$ cat src/arp_pkg.sv
// ---------------------------------------------------------------------------
// arp_pkg: ARM relocation patcher shared definitions
// Relocation type codes, status codes, field masks and the bit-field
// helpers that build a patched instruction word.
// ---------------------------------------------------------------------------
package arp_pkg;

   localparam int unsigned WordWidth   = 32;
   localparam int unsigned CmdWidth    = 8;
   localparam int unsigned StatusWidth = 2;

   typedef logic [WordWidth-1:0]   word_type;
   typedef logic [CmdWidth-1:0]    cmd_type;
   typedef logic [StatusWidth-1:0] status_type;

   // ARM ELF relocation type numbers
   localparam cmd_type R_NONE            = 8'd0;
   localparam cmd_type R_ABS32           = 8'd2;
   localparam cmd_type R_REL32           = 8'd3;
   localparam cmd_type R_THM_CALL        = 8'd10;
   localparam cmd_type R_CALL            = 8'd28;
   localparam cmd_type R_JUMP24          = 8'd29;
   localparam cmd_type R_TARGET1         = 8'd38;
   localparam cmd_type R_V4BX            = 8'd40;
   localparam cmd_type R_TARGET2         = 8'd41;
   localparam cmd_type R_PREL31          = 8'd42;
   localparam cmd_type R_MOVW_ABS_NC     = 8'd43;
   localparam cmd_type R_MOVT_ABS        = 8'd44;
   localparam cmd_type R_THM_MOVW_ABS_NC = 8'd47;
   localparam cmd_type R_THM_MOVT_ABS    = 8'd48;

   // Result status codes
   localparam status_type ST_OK       = 2'd0;
   localparam status_type ST_RANGE    = 2'd1;
   localparam status_type ST_SKIP     = 2'd2;
   localparam status_type ST_OVERFLOW = 2'd3;

   // Word masks
   localparam word_type V4BX_KEEP    = 32'hf000000f;
   localparam word_type V4BX_MOV_PC  = 32'h01a0f000;
   localparam word_type BR24_KEEP    = 32'hff000000;
   localparam word_type ARM_MOV_KEEP = 32'hfff0f000;
   localparam logic [15:0] THM_MOV_UP_KEEP = 16'hfbf0;
   localparam logic [15:0] THM_MOV_LO_KEEP = 16'h8f00;
   localparam logic [15:0] THM_BL_UP_KEEP  = 16'hf800;
   localparam logic [15:0] THM_BL_LO_KEEP  = 16'hd000;

   // Thumb BL / B.W: 25-bit offset into the halfword pair
   function automatic word_type thumb_bl(input word_type old, input word_type d);
      logic [15:0] up;
      logic [15:0] lo;
      logic        s;
      logic        j1;
      logic        j2;
      s  = d[24];
      j1 = s ^ ~d[23];
      j2 = s ^ ~d[22];
      up = (old[15:0] & THM_BL_UP_KEEP) | {5'd0, s, d[21:12]};
      lo = (old[31:16] & THM_BL_LO_KEEP) | {2'd0, j1, 1'b0, j2, d[11:1]};
      return {lo, up};
   endfunction

   // Thumb MOVW/MOVT: imm16 split as imm4:i:imm3:imm8
   function automatic word_type thumb_mov(input word_type old, input logic [15:0] imm);
      logic [15:0] up;
      logic [15:0] lo;
      up = (old[15:0] & THM_MOV_UP_KEEP) | {5'd0, imm[11], 6'd0, imm[15:12]};
      lo = (old[31:16] & THM_MOV_LO_KEEP) | {1'b0, imm[10:8], 4'd0, imm[7:0]};
      return {lo, up};
   endfunction

   // ARM MOVW/MOVT: imm4 at 19..16, imm12 at 11..0
   function automatic word_type arm_mov(input word_type old, input logic [15:0] imm);
      return (old & ARM_MOV_KEEP) | {12'd0, imm[15:12], 4'd0, imm[11:0]};
   endfunction

endpackage

$ cat src/arm_relocation_patcher_core.sv
// ---------------------------------------------------------------------------
// arm_relocation_patcher_core: ARM ELF relocation patcher
// Takes one decoded relocation per item and returns the patched word,
// its write enable and a status.
// ---------------------------------------------------------------------------
// Each item is taken on a clock edge with start high (busy is always low, so
// one item may be issued every cycle). Its result is on the rsp_ ports with
// rsp_valid high for exactly one cycle, once the item has passed from the
// input register through the patch logic into the result register. The
// receiver cannot stall; results must be taken as they come. A result with
// write_enable low (skipped type, branch out of range or segment overflow)
// carries a zero patched word.
module arm_relocation_patcher_core (
   input  logic                         clock,
   input  logic                         reset,
   input  logic                         start,
   output logic                         busy,
   input  arp_pkg::cmd_type             req_cmd,
   input  arp_pkg::word_type            req_addend,
   input  arp_pkg::word_type            req_symbol_address,
   input  arp_pkg::word_type            req_place_address,
   input  arp_pkg::word_type            req_original_word,
   input  arp_pkg::word_type            req_offset_in_segment,
   input  arp_pkg::word_type            req_segment_size,
   output logic                         rsp_valid,
   output arp_pkg::word_type            rsp_patched_word,
   output logic                         rsp_write_enable,
   output arp_pkg::status_type          rsp_status
);

   // Input register
   logic               valid_ff;
   arp_pkg::cmd_type   cmd_ff;
   arp_pkg::word_type  addend_ff;
   arp_pkg::word_type  sym_ff;
   arp_pkg::word_type  place_ff;
   arp_pkg::word_type  old_ff;
   arp_pkg::word_type  off_ff;
   arp_pkg::word_type  size_ff;

   // Result register
   logic                 rsp_valid_ff;
   arp_pkg::word_type    word_ff;
   logic                 we_ff;
   arp_pkg::status_type  status_ff;

   arp_pkg::word_type    word_in;
   logic                 we_in;
   arp_pkg::status_type  status_in;

   arp_pkg::word_type    sa;
   arp_pkg::word_type    rel;
   arp_pkg::word_type    val;
   arp_pkg::status_type  st;
   logic                 br24_ok;
   logic                 thm_ok;
   logic [arp_pkg::WordWidth:0] end_pos;
   logic                 seg_over;

   assign busy = 1'b0;

   // Capture item
   always_ff @(posedge clock) begin
      if (reset) begin
         valid_ff <= 1'b0;
      end else begin
         valid_ff <= start;
      end
      if (start) begin
         cmd_ff    <= req_cmd;
         addend_ff <= req_addend;
         sym_ff    <= req_symbol_address;
         place_ff  <= req_place_address;
         old_ff    <= req_original_word;
         off_ff    <= req_offset_in_segment;
         size_ff   <= req_segment_size;
      end
   end

   // Address arithmetic and range checks
   always_comb begin
      sa  = sym_ff + addend_ff;
      rel = sa - place_ff;
      // signed rel in (-2^25, 2^25)
      br24_ok = (rel[31:25] == 7'h00) ||
                ((rel[31:25] == 7'h7f) && (rel != 32'hfe000000));
      // signed rel in (-2^24, 2^24)
      thm_ok  = (rel[31:24] == 8'h00) ||
                ((rel[31:24] == 8'hff) && (rel != 32'hff000000));
      end_pos  = {1'b0, off_ff} + 33'd4;
      seg_over = end_pos > {1'b0, size_ff};
   end

   // Patch by relocation type
   always_comb begin
      val = '0;
      st  = arp_pkg::ST_OK;
      case (cmd_ff)
         arp_pkg::R_ABS32, arp_pkg::R_TARGET1: begin
            val = sa;
         end
         arp_pkg::R_REL32, arp_pkg::R_TARGET2: begin
            val = rel;
         end
         arp_pkg::R_PREL31: begin
            val = {old_ff[31], rel[30:0]};
         end
         arp_pkg::R_V4BX: begin
            val = (old_ff & arp_pkg::V4BX_KEEP) | arp_pkg::V4BX_MOV_PC;
         end
         arp_pkg::R_CALL, arp_pkg::R_JUMP24: begin
            if (!br24_ok) begin
               st = arp_pkg::ST_RANGE;
            end else begin
               val = (old_ff & arp_pkg::BR24_KEEP) | {8'd0, rel[25:2]};
            end
         end
         arp_pkg::R_THM_CALL: begin
            if (!thm_ok) begin
               st = arp_pkg::ST_RANGE;
            end else begin
               val = arp_pkg::thumb_bl(old_ff, rel);
            end
         end
         arp_pkg::R_MOVW_ABS_NC: begin
            val = arp_pkg::arm_mov(old_ff, sa[15:0]);
         end
         arp_pkg::R_MOVT_ABS: begin
            val = arp_pkg::arm_mov(old_ff, sa[31:16]);
         end
         arp_pkg::R_THM_MOVW_ABS_NC: begin
            val = arp_pkg::thumb_mov(old_ff, sa[15:0]);
         end
         arp_pkg::R_THM_MOVT_ABS: begin
            val = arp_pkg::thumb_mov(old_ff, sa[31:16]);
         end
         default: begin
            st = arp_pkg::ST_SKIP;
         end
      endcase
      // overflow ranks below skip and range
      if ((st == arp_pkg::ST_OK) && seg_over) begin
         st = arp_pkg::ST_OVERFLOW;
      end
      status_in = st;
      we_in     = (st == arp_pkg::ST_OK);
      word_in   = we_in ? val : '0;
   end

   // Result register
   always_ff @(posedge clock) begin
      if (reset) begin
         rsp_valid_ff <= 1'b0;
      end else begin
         rsp_valid_ff <= valid_ff;
      end
      if (valid_ff) begin
         word_ff   <= word_in;
         we_ff     <= we_in;
         status_ff <= status_in;
      end
   end

   assign rsp_valid        = rsp_valid_ff;
   assign rsp_patched_word = word_ff;
   assign rsp_write_enable = we_ff;
   assign rsp_status       = status_ff;

   // Checks
   a_pipe_in: assert property (@(posedge clock) disable iff (reset)
      start |=> valid_ff)
      else $error("accepted item not captured");

   a_pipe_out: assert property (@(posedge clock) disable iff (reset)
      valid_ff |=> rsp_valid_ff)
      else $error("captured item produced no result");

   a_we_status: assert property (@(posedge clock) disable iff (reset)
      rsp_valid |-> (rsp_write_enable == (rsp_status == arp_pkg::ST_OK)))
      else $error("write enable disagrees with status");

   a_zero_word: assert property (@(posedge clock) disable iff (reset)
      (rsp_valid && !rsp_write_enable) |-> (rsp_patched_word == '0))
      else $error("refused write carries nonzero word");

endmodule

$ cat config.mk
export PLATFORM = sky130hd
export DESIGN_NAME = arm_relocation_patcher_core
export DESIGN_NICKNAME = d
export VERILOG_FILES = /design/src/arp_pkg.sv /design/src/arm_relocation_patcher_core.sv
export SDC_FILE = /design/constraint.sdc
export NUM_CORES = 1
export LEC_CHECK = 0
export BUFFER_PORTS_ARGS = -buffer_cell sky130_fd_sc_hd__buf_2
export CAP_MARGIN = 25
export CORE_MARGIN = 5
export CORE_UTILIZATION = 35
export DETAILED_ROUTE_END_ITERATION = 8
export GPL_ROUTABILITY_DRIVEN = 1
export PLACE_DENSITY_LB_ADDON = 0.08
export SLEW_MARGIN = 30
export SYNTH_ARGS = -nofsm -noshare
export SYNTH_HDL_FRONTEND = slang
export SYNTH_SLANG_ARGS = --single-unit
$ cat constraint.sdc
create_clock -name clock -period 15 [get_ports clock]
set_input_delay 0.75 -clock clock [delete_from_list [all_inputs] [get_ports clock]]
set_output_delay 0.75 -clock clock [all_outputs]
set_load 0.01 [all_outputs]
Word-level counts from Yosys, hierarchy flattened
Cells that the tools add are included.

Bits in registers: 237. Output and inout bits: 37. Logic and storage cells: 66.

Add/subtract/negate cells: 3. Magnitude comparators: 1. Equality and inequality tests: 17. Multiplexer cells: 7. Bitwise operators: 13. Reduce and logical (&&, ||, !) cells: 13.

Operator list (count): 32-bit one-hot mux with 10 select lines (1); 8-bit by 6-bit equality test with 1-bit output (second input constant) (8); 32-bit 2-to-1 mux (2); 32-bit != test (second input constant) (2); 32-bit by 20-bit bitwise OR with 32-bit output (2); 16-bit by 11-bit bitwise OR with 16-bit output (3); 32-bit by 3-bit adder with 33-bit output (second input constant) (1); 33-bit by 32-bit greater-than comparator with 1-bit output (1); 32-bit adder (1); 16-bit by 15-bit bitwise OR with 16-bit output (2); 32-bit by 24-bit bitwise OR with 32-bit output (1); 32-bit subtractor (1); 8-bit by 2-bit equality test with 1-bit output (second input constant) (2); 8-bit by 5-bit equality test with 1-bit output (second input constant) (2); 16-bit by 14-bit bitwise OR with 16-bit output (1); 10-bit OR reduction (1); 8-bit by 4-bit equality test with 1-bit output (second input constant) (1); 8-bit equality test (second input constant) (1); 8-bit logical NOT (1); 7-bit equality test (second input constant) (1); 7-bit logical NOT (1); 2-bit one-hot mux with 3 select lines (1); 2-bit OR reduction (3); 2-bit logical NOT (2); 6 further kinds (12).

Logic depth before layout (Yosys ltp)
Gate-level depths: netlist (run 1).

Word-level depth: 11. Mapped depth: 25. Gate-level depth less buffers: 24.

Worst setup path after synthesis (run 1)
OpenSTA, ideal clock, no wires.

Kind: register to register. Start point: reg addend_ff[0]. End point: reg word_ff[24] (netlist: rsp_patched_word[24]), data pin. Data arrival time: 5.761 ns. Setup slack: 8.979 ns. Stages on the path, launching flop included: 26. Clock period less this slack: 6.021 ns. Path through: edfxtp_1 ha_1 inv_1 fa_1 nor2b_1 o31ai_1 a2111oi_0 nor4bb_1 o41ai_1 a21oi_1 o31ai_1 xnor2_1 ha_1 clkbuf_1 and3_1 nand2_1 or3b_1 a2111oi_0 nor3_1 xor2_1 o31ai_1 and3b_1 a311oi_2 a2bb2oi_4 buf_4 nor2_1.

Cells in the longest elaborated chain, start to end: 11. Elaborated cells on any way between the ends: 23. Classes of those cells: 2 x add/sub; 4 x eq/ne; 7 x mux; 1 x bitwise; 9 x reduce/logical.

RTL lines: start, declared (RTL line arm_relocation_patcher_core.sv:34) `arp_pkg::word_type addend_ff;`; start signal, assigned (RTL line arm_relocation_patcher_core.sv:71) `addend_ff <= req_addend;`; 32-bit adder * (RTL line arm_relocation_patcher_core.sv:82) `sa = sym_ff + addend_ff;`; 32-bit subtractor (RTL line arm_relocation_patcher_core.sv:83) `rel = sa - place_ff;`; 32-bit != test (tied with other cells) (RTL line arm_relocation_patcher_core.sv:89) `((rel[31:24] == 8'hff) && (rel != 32'hff000000));`; 1-bit logical AND (on tied branches) (RTL line arm_relocation_patcher_core.sv:89, arm_relocation_patcher_core.sv:86); 1-bit logical OR (on tied branches) (RTL line arm_relocation_patcher_core.sv:88, arm_relocation_patcher_core.sv:85); 1-bit 2-to-1 mux (on tied branches) (RTL line arm_relocation_patcher_core.sv:119, arm_relocation_patcher_core.sv:112); 2-bit one-hot mux with 3 select lines (RTL line arm_relocation_patcher_core.sv:98) `case (cmd_ff)`; 2-bit logical NOT (RTL line arm_relocation_patcher_core.sv:142) `if ((st == arp_pkg::ST_OK) && seg_over) begin`; 1-bit logical AND (RTL line arm_relocation_patcher_core.sv:142); 2-bit 2-to-1 mux (RTL line arm_relocation_patcher_core.sv:142); 2-bit logical NOT (RTL line arm_relocation_patcher_core.sv:146) `we_in = (st == arp_pkg::ST_OK);`; end signal, assigned (RTL line arm_relocation_patcher_core.sv:158) `word_ff <= word_in;`; end, declared (RTL line arm_relocation_patcher_core.sv:43) `arp_pkg::word_type word_ff;`.

Every way passes the cells marked *; elsewhere a longest branch is shown, timed or not. A chain may end at the register's enable or synchronous reset.

Final worst setup path (run 1)
Start point: reg addend_ff[0]. End point: reg word_ff[17] (netlist: rsp_patched_word[17]), data pin.

Same word-level chain as after synthesis.

==> results of run 1 <==
registers in the layout (all words and copies together), names as in the netlist:
name,cells
old_ff,27
sym_ff,32
rsp_write_enable,1
rsp_status,2
valid_ff,1
size_ff,32
rsp_patched_word,32
cmd_ff,8
off_ff,32
rsp_valid,1
place_ff,32
addend_ff,32
cell type report:
type,instances,area [sq um]
Inverter,89,334
Fill cell,3870,22400
Sequential cell,232,6950
Clock buffer,39,782
Clock inverter,13,141
Timing Repair Buffer,243,1260
Tap cell,518,648
Multi-Input combinational cell,889,6360
Antenna cell,7,17.5
worst register-to-register path, delay by kind of cell (launching register included):
kind            cells  cell delay (ps)
compound gates     11             4070
simple gates        7             1770
fa+ha+maj           3              950
xor+xnor            2              830
flops               1              340
buf+inv             1               60
power by group through the flow:
stage	clock [uW]	combinational (uW)	sequential, uW
after floorplan	0	553	799
after global placement	0	837	804
after detailed placement	0	835	804
after CTS	695	841	792
after global routing	721	922	796
final	671	850	791
worst max-delay path by stage:
| stage | depth (start not counted) | from | to |
|---|---|---|---|
| after global placement | 24 | addend_ff[0]$_DFFE_PP_ | rsp_patched_word[23]$_SDFFCE_PP0P_ |
| after floorplan | 25 | addend_ff[0]$_DFFE_PP_ | rsp_patched_word[24]$_SDFFCE_PP0P_ |
| after CTS | 24 | addend_ff[0]$_DFFE_PP_ | rsp_patched_word[23]$_SDFFCE_PP0P_ |
| after global routing | 24 | addend_ff[0]$_DFFE_PP_ | rsp_patched_word[23]$_SDFFCE_PP0P_ |
| after detailed placement | 24 | addend_ff[0]$_DFFE_PP_ | rsp_patched_word[17]$_SDFFCE_PP0P_ |
| final | 24 | addend_ff[0]$_DFFE_PP_ | rsp_patched_word[17]$_SDFFCE_PP0P_ |
per-layer routing:
layer	global-route usage, %	routed length [microns]	vias up
li1	-	-	5289
met1	23.6	17900	5083
met2	32.3	20400	337
met3	5.59	3150	120
met4	7.72	1970	18
met5	0	113	-
placed cells by master, fill, tap and decap left out, drive strengths merged, types with 8 or more instances in the layout:
cell type	n
nand2b	13
nor2	60
a221oi	23
a222oi	12
clkinv	9
and3	26
or2	8
nand3	35
xnor2	53
a21oi	90
nand4	22
clkbuf	40
a21o	44
o211ai	12
o21bai	8
nor2b	12
nor3	22
a211oi	12
nand2	103
a22oi	10
inv	90
o21ai	46
xor2	30
a31oi	23
buf	242
edfxtp	230
ha	95
per-stage QoR:
stage / cell area, sq um / total power (uW) / instances / hold slack [ps] / util (%)
after floorplan: 13800 / 1350 / 1252 / 586 / -
after global placement: 15500 / 1640 / 1971 / 452 / 39.9
after detailed placement: 15500 / 1640 / 1971 / 453 / 39.9
after CTS: 16500 / 2330 / 2023 / 287 / 42.3
after global routing: 16500 / 2440 / 2027 / 297 / 42.4
final: 16500 / 2310 / 2030 / 328 / 42.4
cell families (layout without fill, tap and decap cells):
| group | Yosys count | after routing | share of synthesized area [%] |
|---|---|---|---|
| AOI/OAI and AO/OA | 348 | 348 | 17.8 |
| xor gates and xnor gates | 83 | 83 | 5.39 |
| and+or+nand+nor | 360 | 360 | 13.8 |
| other | 1 | 8 | 0.0271 |
| DFF | 232 | 232 | 50.2 |
| adders and majority gates | 97 | 97 | 8.88 |
| buffers and inverters | 131 | 384 | 3.85 |
==> flow_summary.toml, run 1 <==
[job]
maxCapViolations = 0

[timing]
relSlewSlack_pct = 32.8
hold_viol = 0
max_freq_ghz = 0.120
rsz0062_at_grt = "false"
min_period_over_period_pct = 55.5
tightest_slew_ps = 1000
setup_violations = 0
layout_setup_ws_ps = 6680
finalCriticalPeriod_ps = 8320
final_max_slew_viol_count = 0
skew_ps = 27.0
fin_tns_setup_ps = 0

[cts]
post-cts-setup-buffer-count = 0
clkLatencyLatePin_ps = 590
hold_buffers = 0
cts_root_buffer = "clkbuf_16"
cts.sinks = 232
clock_path_buffers = 3
cts_resized = 0
cts_tree = "yes"
cts_buffers = 28
h-tree-depth = 1
path_clk_slew_ps = 60

[layout]
finish.net_count = 1783
drive_gt1_share_pct = 20.9
syn_to_final_growth_pct = 19.3

[worst_setup_path]
path_cells = "ha_1 -> inv_1 -> fa_1 -> nor2b_1 -> o31ai_1 -> a2111oi_1 -> nor4bb_1 -> o41ai_1 -> a21oi_1 -> o21bai_1 -> a21oi_1 -> xnor2_1 -> ha_1 -> and2_1 -> and3_1 -> or3b_1 -> a2111oi_0 -> nor3_1 -> xor2_1 -> o31ai_1 -> and3b_1 -> a311oi_2 -> a2bb2oi_4 -> a31oi_1"
arrival_ps = 8570
path_buf_inv = 1
crit_fanout = 33
crit_path_end_kind = "flop"
crit_type = "flop to flop"
timing.rr.start = "addend_ff[0]$_DFFE_PP_"
r2r_slack_ps = 6680
critPathSlowestCell = "a2bb2oi_4"
r2r_cells = 24
critPathTopFamily = "compound AO/OA/AOI/OAI gates"
slowest_delay_ps = 750
start_kind = "flop"
r2r-end = "rsp_patched_word[17]$_SDFFCE_PP0P_"
worstPathRequired_ps = 15250

[yosys]
syn_inst = 1252
synth_cell_type_count = 87
ys_ff_latch = 232
syn_area_sq_mm = 0.0138
synth_area_leaders = "edfxtp_1 (50%), ha_1 (8.6%), xnor2_1 (3.3%)"
synth_top_cell_by_area = "edfxtp_1"
synth-async-reset-ratio_pct = 0
synth.most_common_cell = "edfxtp_1"
synth_warnings = 0
synth_common_cells = "edfxtp_1 (230), nand2_1 (103), ha_1 (95), inv_1 (89), a21oi_1 (88)"
syn_avg_cell_area_sq_um = 11.0
netlist.area_leader.share_pct = 49.9
postSynth.topFlopCell = "edfxtp_1"
ys_seq_area_share_pct = 50.2
synth-edff-count = 230
synthesis.nets = 1552

[pwr]
power.density_mw_per_mm2 = 140
clkPwrFrac_pct = 29.0
power_switching_share_pct = 37.3
leakage_uw = 0.00663
p_sw_uw = 862
ir_drop_v = 0.0000892
power_frac_seq_pct = 34.2
combPwrFrac_pct = 36.7
internal-power_uw = 1450

[worst_hold_path]
hold_end = "rsp_valid$_SDFF_PP0_"
min_from = "reset"
min_path_type = "input port to flop"
min_path_cells = 2

[detailed_routing]
ant_nets = 0
detail_route.wl_per_cell_microns = 21.5
vias = 10800
drt_iter0_drc = 640
remaining_drc_errors = 0
dr.pass1.iters = 5
wirelength_microns = 43600
via_per_inst = 5.34

[floorplanning]
io_pins = 240
die_area_sq_mm = 0.0436
die_x_microns = 209
start_util_pct = 35.5
dieHeight_microns = 209
core_area_sq_mm = 0.0389
rows = 72

[place]
gp_congestion = 0.905
hpwl_microns = 33700
port-buffer-count = 233
dp_slack_ps = 6690

[global_route]
gr-usage-all-layers_pct = 19.3
grt_max_degree = 131
grt_pass1_wl_microns = 65500
grt_overflow = 0
grt_pass1_vias = 11200
antenna_found_initial = 15

[status]
status = "finished, final reports clean"
(Power assumes the default switching activity.)
==> run 2, diff against run 1 <==
- clock period: 15 -> 8.7 ns (I/O delays scaled with it)
==> run 2 against run 1 <==
Wire length is 1.1% higher. Combinational power rose by 78%. Total power grew 76%. Clock power up 77%. Flip-flop and latch count unchanged. Critical path depth unchanged. Non-clock buffer count is 66 higher. Largest cell class unchanged. Cell count rose by 2.9%. Highest routed layer unchanged. Worst hold slack got worse by 300 ps. Sequential share of layout area is 1.5 points lower. Sequential power increased by 72%.
==> flow_summary.toml, run 2 (synthesis results as in run 1) <==
[pwr]
power_uw = 4070
leakage_uw = 0.00691
ir_drop_v = 0.000145
power.density_mw_per_mm2 = 238

[floorplanning]
core_area_sq_mm = 0.0389
dieHeight_microns = 209
die_x_microns = 209
io_pins = 240
start_util_pct = 35.5
die_area_sq_mm = 0.0436
rows = 72

[layout]
syn_to_final_growth_pct = 23.7
fin_util_pct = 44.0
finish.net_count = 1848
regArea_sq_mm = 0.00695
multi_input_comb_area_sq_mm = 0.00636
final_cells = 2089
final_common_cell = "buf_2"
drive_gt1_share_pct = 20.7
layout_common_cells = "buf_2 (232), edfxtp_1 (230), nand2_1 (103), ha_1 (95), inv_1 (89)"
fill_cells = 3823
final_area_sq_mm = 0.0171

[job]
maxCapViolations = 0

[timing]
rsz0062_at_grt = "false"
max_freq_ghz = 0.134
fin_tns_setup_ps = 0
tightest_slew_ps = 973
skew_ps = 15.6
hold_viol = 0
final_max_slew_viol_count = 0
relSlewSlack_pct = 34.7
finalCriticalPeriod_ps = 7470
setup_violations = 0
min_period_over_period_pct = 85.9

[worst_setup_path]
critPathTopFamily = "compound AO/OA/AOI/OAI gates"
critPathLaunch = "addend_ff[0]$_DFFE_PP_"
slowest_delay_ps = 550
timing.rr.start = "addend_ff[0]$_DFFE_PP_"
critPathSlowestCell = "xnor2_1"
worstPathRequired_ps = 9050
path_cells = "ha_1 -> inv_1 -> fa_1 -> nor2b_1 -> o31ai_1 -> a2111oi_0 -> buf_4 -> nor4bb_1 -> o41ai_1 -> a21oi_1 -> o31ai_1 -> xnor2_1 -> ha_1 -> and3_1 -> nand2_1 -> or3b_1 -> a2111oi_0 -> nor3_1 -> xor2_1 -> o31ai_1 -> and3b_1 -> a32o_1 -> nand2_1 -> a31oi_1"
cpMostUsedCell = "o31ai_1"
crit_type = "flop to flop"
path_buf_inv = 2
arrival_ps = 7830
crit_path_end_kind = "flop"
start_kind = "flop"
crit_fanout = 11

[cts]
post-cts-setup-buffer-count = 0
cts_root_buffer = "clkbuf_16"
cts.sinks = 232
clock_path_buffers = 3
path_clk_slew_ps = 60
clkLatencyLatePin_ps = 580
cts_tree = "yes"
hold_buffers = 57
h-tree-depth = 1
cts_resized = 0
cts_buffers = 27

[detailed_routing]
vias = 11200
dr.pass1.iters = 6
drt_iter0_drc = 773
ant_nets = 0
detail_route.wl_per_cell_microns = 21.1
via_per_inst = 5.38
remaining_drc_errors = 0
wirelength_microns = 44100

[place]
dpl-instance-area_sq_mm = 0.0156
gp_congestion = 0.913
hpwl_microns = 33900
port-buffer-count = 233
dpl.cell_count = 1980

[worst_hold_path]
min_path_type = "input port to flop"
min_from = "req_offset_in_segment[23]"

[global_route]
grt_overflow = 0
grt_pass1_vias = 11400
grt_pass1_wl_microns = 66100
antenna_found_initial = 8
gr-usage-all-layers_pct = 19.4
grt_max_degree = 127

[status]
status = "finished, final reports clean"
run 2: changes by cell type in the layout (fill, tap and decap cells not counted), moves of 3 or more:
cell           before  now
dlygate4sd3_1       0   57
buf_4              10   19
clkbuf_1            7    2
diode_2             7    2
clkbuf_8            4    0
bufinv_16           2    5
run 2: worst paths after layout:
kind                                        endpoint  slack, ps  cells past startpoint
setup / recovery  rsp_patched_word[23]$_SDFFCE_PP0P_       1230                     24
hold / removal                  off_ff[23]$_DFFE_PP_         30                      1
setup reg to reg  rsp_patched_word[23]$_SDFFCE_PP0P_       1230                     24
hold reg to reg                 rsp_valid$_SDFF_PP0_        470                      1
run 2: metal layers:
metal,part of all wire (%),vias to the layer above,routed length (microns),global-route usage (%)
met5,0.16,-,69,0
met4,3.6,12,1580,6.35
met3,6.9,98,3030,4.51
met2,49,372,21400,34.2
met1,41,5350,18000,23.4
li1,-,5403,-,-
run 2: through the flow:
step / hold WS [ps] / setup WS (ps)
final: 29.7 / 1230
after floorplan: 507 / 2680
after detailed placement: 457 / 1320
after global placement: 450 / 1390
after CTS: 0.323 / 1270
after global routing: 6.83 / 670
run 2: worst reg2reg max path, stage by stage (launching register included):
cell,delay [ps]
edfxtp_1,360
ha_1,250
inv_1,80
fa_1,210
nor2b_1,70
o31ai_1,430
a2111oi_0,190
buf_4,180
nor4bb_1,470
o41ai_1,220
a21oi_1,310
o31ai_1,130
xnor2_1,550
ha_1,420
and3_1,250
nand2_1,110
or3b_1,420
a2111oi_0,540
nor3_1,140
xor2_1,440
o31ai_1,210
and3b_1,350
a32o_1,440
nand2_1,120
a31oi_1,360
run 2: cell type report:
class | instances | area share [%]
diodes | 2 | 0.0292
clock buffers | 29 | 3.99
clock inverters | 21 | 1.44
inverters | 89 | 1.95
multi-input cells | 889 | 37.2
flip-flops and latches | 232 | 40.6
well taps | 518 | 3.79
repair buffers | 309 | 11.0
run 2: power breakdown:
group,switching [uW],internal (uW)
Clock,475,718
Combinational,986,522
Sequential,40.7,1320
